### src/hw/rtl/kcl_pkg.sv
// kcl_pkg: shared types and constants of the keypad combination lock
// no dependencies; used by every file of the block
package kcl_pkg;

  localparam int unsigned KeyW        = 8;
  localparam int unsigned CodeKeys    = 6;
  localparam int unsigned CodeW       = KeyW * CodeKeys;
  localparam int unsigned LenW        = 3;
  localparam int unsigned CfgIdxW     = 1;
  localparam int unsigned MaxKeysDef  = 6;

  // reset code "#12345", first key in the low byte
  localparam logic [CodeW-1:0] CodeKeysRst   = 48'h3534_3332_3123;
  localparam logic [LenW-1:0]  CodeLengthRst = 3'd6;

  localparam logic [CfgIdxW-1:0] CfgCodeKeys   = 1'b0;
  localparam logic [CfgIdxW-1:0] CfgCodeLength = 1'b1;

  typedef struct packed {
    logic [KeyW-1:0] key;
    logic            relock;
  } in_t;

  typedef struct packed {
    logic            unlocked;
    logic [LenW-1:0] progress;
  } out_t;

endpackage

### src/hw/rtl/kcl_fsm.sv
// kcl_fsm: key matching machine, lock machine and the result register
// depends on kcl_pkg
module kcl_fsm import kcl_pkg::*; #(
  parameter int unsigned MaxKeys = MaxKeysDef
) (
  input  logic             clk_i,
  input  logic             rst_ni,
  input  logic             step_i,
  input  in_t              item_i,
  input  logic [CodeW-1:0] code_keys_i,
  input  logic [LenW-1:0]  code_length_i,
  output out_t             result_o
);

  typedef enum logic [1:0] {
    KpStart,
    KpInput,
    KpHeld,
    KpStop
  } key_phase_e;

  typedef enum logic [1:0] {
    LkStart,
    LkLocked,
    LkOpen
  } lock_phase_e;

  localparam int unsigned ExtW = KeyW * 8;
  localparam int unsigned SelW = $clog2(ExtW);

  key_phase_e      key_phase_q, key_phase_d;
  lock_phase_e     lock_phase_q, lock_phase_d;
  logic [LenW-1:0] match_idx_q, match_idx_d;
  logic            open_req_q, open_req_d;
  out_t            result_q;

  logic [ExtW-1:0] code_ext;
  logic            cur_match, prev_match;
  logic [LenW-1:0] prev_idx;
  logic [SelW-1:0] cur_sel, prev_sel;

  // positions past the stored code read as zero bytes
  assign code_ext = ExtW'(code_keys_i);
  assign prev_idx = match_idx_q - LenW'(1);
  assign cur_sel  = SelW'(match_idx_q) * SelW'(KeyW);
  assign prev_sel = SelW'(prev_idx) * SelW'(KeyW);

  assign cur_match  = ({1'b0, match_idx_q} < (LenW+1)'(MaxKeys)) &&
                      (code_ext[cur_sel +: KeyW] == item_i.key);
  assign prev_match = (match_idx_q != '0) &&
                      ({1'b0, prev_idx} < (LenW+1)'(MaxKeys)) &&
                      (code_ext[prev_sel +: KeyW] == item_i.key);

  always_comb begin
    key_phase_d  = key_phase_q;
    lock_phase_d = lock_phase_q;
    match_idx_d  = match_idx_q;
    open_req_d   = open_req_q;

    case (key_phase_q)
      KpStart: key_phase_d = KpInput;
      KpInput: begin
        if (item_i.key != '0) key_phase_d = KpHeld;
        if (open_req_q) key_phase_d = KpStop;
      end
      KpHeld: begin
        key_phase_d = prev_match ? KpHeld : KpInput;
        if (open_req_q) key_phase_d = KpStop;
      end
      default: begin
        if (!open_req_q) key_phase_d = KpInput;
      end
    endcase

    if (key_phase_d == KpInput) begin
      if (cur_match) begin
        match_idx_d = match_idx_q + LenW'(1);
      end else if (item_i.key != '0) begin
        match_idx_d = '0;
      end
      if (match_idx_d == code_length_i) begin
        open_req_d  = 1'b1;
        match_idx_d = '0;
      end
    end

    case (lock_phase_q)
      LkStart:  lock_phase_d = LkLocked;
      LkLocked: begin
        if (open_req_d) lock_phase_d = LkOpen;
      end
      LkOpen: begin
        if (item_i.relock) lock_phase_d = LkLocked;
      end
      default:  lock_phase_d = LkStart;
    endcase
    if (lock_phase_d == LkLocked) open_req_d = 1'b0;
  end

  always_ff @(posedge clk_i or negedge rst_ni) begin
    if (!rst_ni) begin
      key_phase_q  <= KpStart;
      lock_phase_q <= LkStart;
      match_idx_q  <= '0;
      open_req_q   <= 1'b0;
      result_q     <= '0;
    end else if (step_i) begin
      key_phase_q       <= key_phase_d;
      lock_phase_q      <= lock_phase_d;
      match_idx_q       <= match_idx_d;
      open_req_q        <= open_req_d;
      result_q.unlocked <= (lock_phase_d == LkOpen);
      result_q.progress <= match_idx_d;
    end
  end

  assign result_o = result_q;

endmodule

### src/hw/rtl/keypad_combination_lock.sv
// keypad_combination_lock: top level with configuration registers and handshake
// depends on kcl_pkg and kcl_fsm
//
// Usage:
//   in channel  (in_valid_i / in_ready_o / in_data_i): one keypad sample per item,
//     key code (0 = no key) and the relock button.
//   out channel (out_valid_o / out_ready_i / out_data_o): one result per sample,
//     lock output and the number of code keys matched so far.
//   config port (cfg_we_i / cfg_idx_i / cfg_data_i): index 0 writes the six key
//     codes (first key in the low byte), index 1 the code length; write only
//     while no item is in flight.
// The result is registered: a sample accepted at one edge shows its result at the
// output from the next cycle on. Throughput is one item per cycle unless the
// output stalls; the key and lock machines update in a single pass on acceptance.
// The result register is the only stage: a new sample is taken while the held
// result is being taken in the same cycle. If the receiver stalls, the result
// holds and in_ready_o drops until it is taken.
// Reset puts both machines in their start phase, clears the match index and
// the open request, and loads the code "#12345" with length 6.
module keypad_combination_lock import kcl_pkg::*; #(
  parameter int unsigned MaxKeys = MaxKeysDef
) (
  input  logic               clk_i,
  input  logic               rst_ni,
  input  logic               cfg_we_i,
  input  logic [CfgIdxW-1:0] cfg_idx_i,
  input  logic [CodeW-1:0]   cfg_data_i,
  input  logic               in_valid_i,
  output logic               in_ready_o,
  input  in_t                in_data_i,
  output logic               out_valid_o,
  input  logic               out_ready_i,
  output out_t               out_data_o
);

  logic [CodeW-1:0] code_keys_q;
  logic [LenW-1:0]  code_length_q;
  logic             out_valid_q;
  logic             accept;

  always_ff @(posedge clk_i or negedge rst_ni) begin
    if (!rst_ni) begin
      code_keys_q   <= CodeKeysRst;
      code_length_q <= CodeLengthRst;
    end else if (cfg_we_i) begin
      case (cfg_idx_i)
        CfgCodeKeys:   code_keys_q   <= cfg_data_i;
        CfgCodeLength: code_length_q <= cfg_data_i[LenW-1:0];
        default: ;
      endcase
    end
  end

  assign in_ready_o = !out_valid_q || out_ready_i;
  assign accept     = in_valid_i && in_ready_o;

  always_ff @(posedge clk_i or negedge rst_ni) begin
    if (!rst_ni) begin
      out_valid_q <= 1'b0;
    end else if (in_ready_o) begin
      out_valid_q <= in_valid_i;
    end
  end

  kcl_fsm #(
    .MaxKeys(MaxKeys)
  ) u_fsm (
    .clk_i        (clk_i),
    .rst_ni       (rst_ni),
    .step_i       (accept),
    .item_i       (in_data_i),
    .code_keys_i  (code_keys_q),
    .code_length_i(code_length_q),
    .result_o     (out_data_o)
  );

  assign out_valid_o = out_valid_q;

endmodule

### config.mk
export PLATFORM = sky130hd
export DESIGN_NAME = keypad_combination_lock
export DESIGN_NICKNAME = d
export VERILOG_FILES = /design/src/hw/rtl/kcl_pkg.sv /design/src/hw/rtl/kcl_fsm.sv /design/src/hw/rtl/keypad_combination_lock.sv
export SDC_FILE = /design/constraint.sdc
export NUM_CORES = 1
export LEC_CHECK = 0
export BUFFER_PORTS_ARGS = -buffer_cell sky130_fd_sc_hd__clkbuf_2
export CORE_UTILIZATION = 60
export CTS_BUF_LIST = sky130_fd_sc_hd__clkbuf_8
export CTS_CLUSTER_DIAMETER = 200
export DETAILED_ROUTE_END_ITERATION = 10
export HOLD_SLACK_MARGIN = 0.1
export PLACE_DENSITY = 0.85
export SLEW_MARGIN = 25
export SYNTH_ARGS = -nofsm -noshare
export SYNTH_HDL_FRONTEND = slang
export SYNTH_SLANG_ARGS = --single-unit
### constraint.sdc
create_clock -name clk_i -period 11.35 [get_ports clk_i]
set_clock_uncertainty 0.15 [all_clocks]
set_input_delay 1.135 -clock clk_i [delete_from_list [all_inputs] [get_ports clk_i]]
set_output_delay 1.135 -clock clk_i [all_outputs]
set_load 0.05 [all_outputs]
==> key figures <==
Worst setup path
  – Crit Path Category: register to register
  – Worst R2R Path Depth: 11
  – Slowest CP cell: dfrtp_2
  – CP Capture Type: register
  – Worst-path fanout max: 40
  – CP required: 11.43 ns
  – CP peak stage delay: 1.02 ns
  – CP delay by family, top: flip-flops
  – Crit path DAT: 4.49 ns
  – Crit path cell chain: inv_1 > ha_1 > mux4_2 > a22oi_1 > xnor2_1 > nor4_1 > a31o_2 > nand2b_1 > nand2b_1 > o32ai_1 > a22o_2
  – Critical Path Stages: 11
  – CP Launch Type: register
  – Top cell by count, worst path: nand2b_1
  – Crit path buf inv count: 1

Yosys
  – Post-synthesis adder-cell area fraction: 1.007%
  – Top post-synthesis cells by area: dfrtp_1 (26%), mux2_2 (16%), dfstp_2 (16%)
  – Yosys cell types: 55
  – Syn Nets: 376
  – Fraction of registers with async set/reset: 100.0%
  – Post-Synthesis Cells: 310
  – Area share of the largest cell type after synthesis: 26.18%
  – Sequential-to-total area share from yosys stat: 41.69%
  – Syn_area_per_cell: 12.02 um^2
  – Area leader, netlist: dfrtp_1
  – Flops & latches, synth: 61
  – Mapped Area: 3727 um^2
  – Synth Area in Compound Gates: 10.84%
  – Top FF cell, synth: dfrtp_1
  – Mux contribution to synthesized area: 30.18%
  – Post-Synth Simple-Gate Area: 9.634%
  – Yosys warning count: 0
  – Post-Synth XOR/XNOR Area: 3.525%
  – Combinational family with the most area after synthesis: multiplexers
  – EDFF count, synth: 0

Pwr
  – Sw frac: 29.12%
  – Static leakage: 1.719 nW
  – Power Internal: 0.4806 mW
  – Power Density: 156.8 nW/um^2
  – Total power: 0.6781 mW
  – Peak supply drop: 0.0001240 V
  – Clock Power Share: 32.7%
  – Comb power frac: 22.7%
  – Sequential Power Share: 44.6%
  – Switch Pwr: 0.1975 mW

STA
  – Fmax: 226.6 MHz
  – RSZ-0062 raised after global routing: false
  – Slew @ Worst Pin: 0.9894 ns
  – Final worst path period need: 4.413 ns
  – Relative slew slack: 34.04%
  – Final setup viols: 0
  – Slew Viols, Final: 0
  – Final Hold Fails: 0
  – Final critical-path share of the clock period: 38.88%
  – Setup TNS: 0 ns

Placement
  – PortBufs: 68
  – Detail Placement HPWL: 5.967 mm
  – GPL Wtd Cong: 0.8788
  – Post-Place Cells: 436

Clock tree
  – CTS H-tree lvls: 3
  – Clk slew on worst S/H paths: 0.07 ns
  – Number of buffers created by CTS: 9
  – Root Buffer: clkbuf_8
  – Post-CTS Setup Bufs: 0
  – CTS sink cnt: 61
  – Post-CTS sizing: 0
  – Post-CTS Hold Buffers: 0
  – CTS tree: done
  – Clk Latency, worst-skew pair: 0.34 ns
  – Clock buffer depth: 2

Finish
  – Final #Nets: 438
  – Final Non-Filler Cells: 452
  – Ratio of cells with drive above 1 in the final layout: 50.13%
  – Antenna Cells: 0
  – Synth-to-Final Area Change: 16.05%

Routing
  – Routed WL per cell: 18.42 um
  – TritonRoute pass-1 iters: 5
  – Total Wirelength: 8.325 mm
  – Drt initial violations: 297
  – DRC: 0
  – Post-route ant nets: 0
  – Via Count: 2881
  – Vias per cell: 6.374

GRT
  – Largest net degree at the start of global routing: 62
  – Vias in the first global route: 2769
  – First-pass GRT wire length: 13.62 mm
  – Initial antenna violation count: 0
  – Grt total ovfl: 0
  – GRT Util Overall: 28.40%

Floorplanning
  – Initial Utilization: 62.58%
  – Rows: 28
  – Core area: 5956 um^2
  – Die area: 6531 um^2
  – Die height: 80.82 um
  – Ports: 69
  – Die width: 80.82 um

Run status
  – Outcome: complete, no violations

Hold path
  – Worst hold stages: 1
  – HP Class: register to register

Run
  – Max cap viols: 0
## cell usage after synthesis, types with 4 or more instances
cell	count
mux2_2	54
dfrtp_1	39
dfstp_2	22
mux2i_1	22
nor2_1	19
xnor2_1	13
mux4_2	12
a22oi_1	11
nand2_1	11
a21oi_1	7
nand2b_1	7
buf_1	6
o21ai_0	6
clkbuf_1	5
nor3_1	5
nor3b_1	5
inv_1	4
nor2b_1	4
## power groups by stage
| stage | clock network (mW) | registers [mW] | logic (mW) |
|---|---|---|---|
| CTS | 0.226 | 0.302 | 0.153 |
| floorplan | 0 | 0.296 | 0.110 |
| global placement | 0 | 0.302 | 0.146 |
| detailed placement | 0 | 0.305 | 0.152 |
| finish | 0.222 | 0.303 | 0.154 |
| global route | 0.235 | 0.308 | 0.167 |
## registers in the layout (all words and copies together), names as in the netlist
register,cells
code_keys_q,48
u_fsm.result_o,4
code_length_q,3
u_fsm.key_phase_q,2
u_fsm.lock_phase_q,2
out_valid_o,1
u_fsm.open_req_q,1
## cells by family after synthesis
family,count (synthesis)
AO/OA/AOI/OAI,53
adder cells (fa/ha/maj),3
flip-flops,61
buffers and inverters,23
XOR/XNOR,15
multiplexers,89
AND/OR/NAND/NOR,66
## metrics by stage
step / area (um^2) / worst slack, ns / hold WS, ns / utilization (%)
final: 4325 / 6.937 / 0.3817 / 72.63
after global routing: 4325 / 6.593 / 0.4070 / 72.63
after global placement: 4084 / 7.027 / 0.3653 / 68.57
after floorplan: 3727 / 7.309 / 0.3424 / -
after detailed placement: 4091 / 7.033 / 0.3700 / 68.70
after CTS: 4325 / 6.958 / 0.3845 / 72.63
## final timing paths
check / slack (ns) / start / endpoint
worst min register to register: 0.38 / code_keys_q[30] / code_keys_q[30]
worst max register to register: 6.94 / u_fsm.result_o[0] / u_fsm.result_o[2]
worst max-delay path: 6.94 / u_fsm.result_o[0] / u_fsm.result_o[2]
worst min-delay path: 0.38 / code_keys_q[30] / code_keys_q[30]
min in group asynchronous: 0.79 / rst_ni / code_keys_q[38]
max in group asynchronous: 9.74 / rst_ni / u_fsm.result_o[0]
## layout make-up
| cell class | count | area, um^2 |
|---|---|---|
| multi-input cells | 226 | 2072 |
| fillers | 431 | 1630 |
| flip-flops and latches | 61 | 1555 |
| repair buffers | 70 | 355.3 |
| clock buffers | 11 | 151.4 |
| well taps | 75 | 93.84 |
| clock inverters | 5 | 82.58 |
| inverters | 4 | 15.01 |
## cell usage in the layout, fill, tap and decap left out, drive strengths merged, types with 11 or more instances in the layout
cell type  synthesis  routed
clkbuf             6      79
mux2              54      54
dfrtp             39      39
mux2i             22      22
dfstp             22      22
nor2              19      19
mux4              13      13
xnor2             13      13
nand2             11      11
a22oi             11      11
## metal layers
metal,GRT usage (%),vias to the layer above,wire (um),part of all wire (%)
met3,7.191,23,618,7.4
met2,42.86,135,3912,47
met1,37.68,1427,3570,43
met4,15.00,0,223,2.7
met5,0,-,0,0
li1,-,1296,-,-
Note: power is estimated with default switching activity, not from simulation.
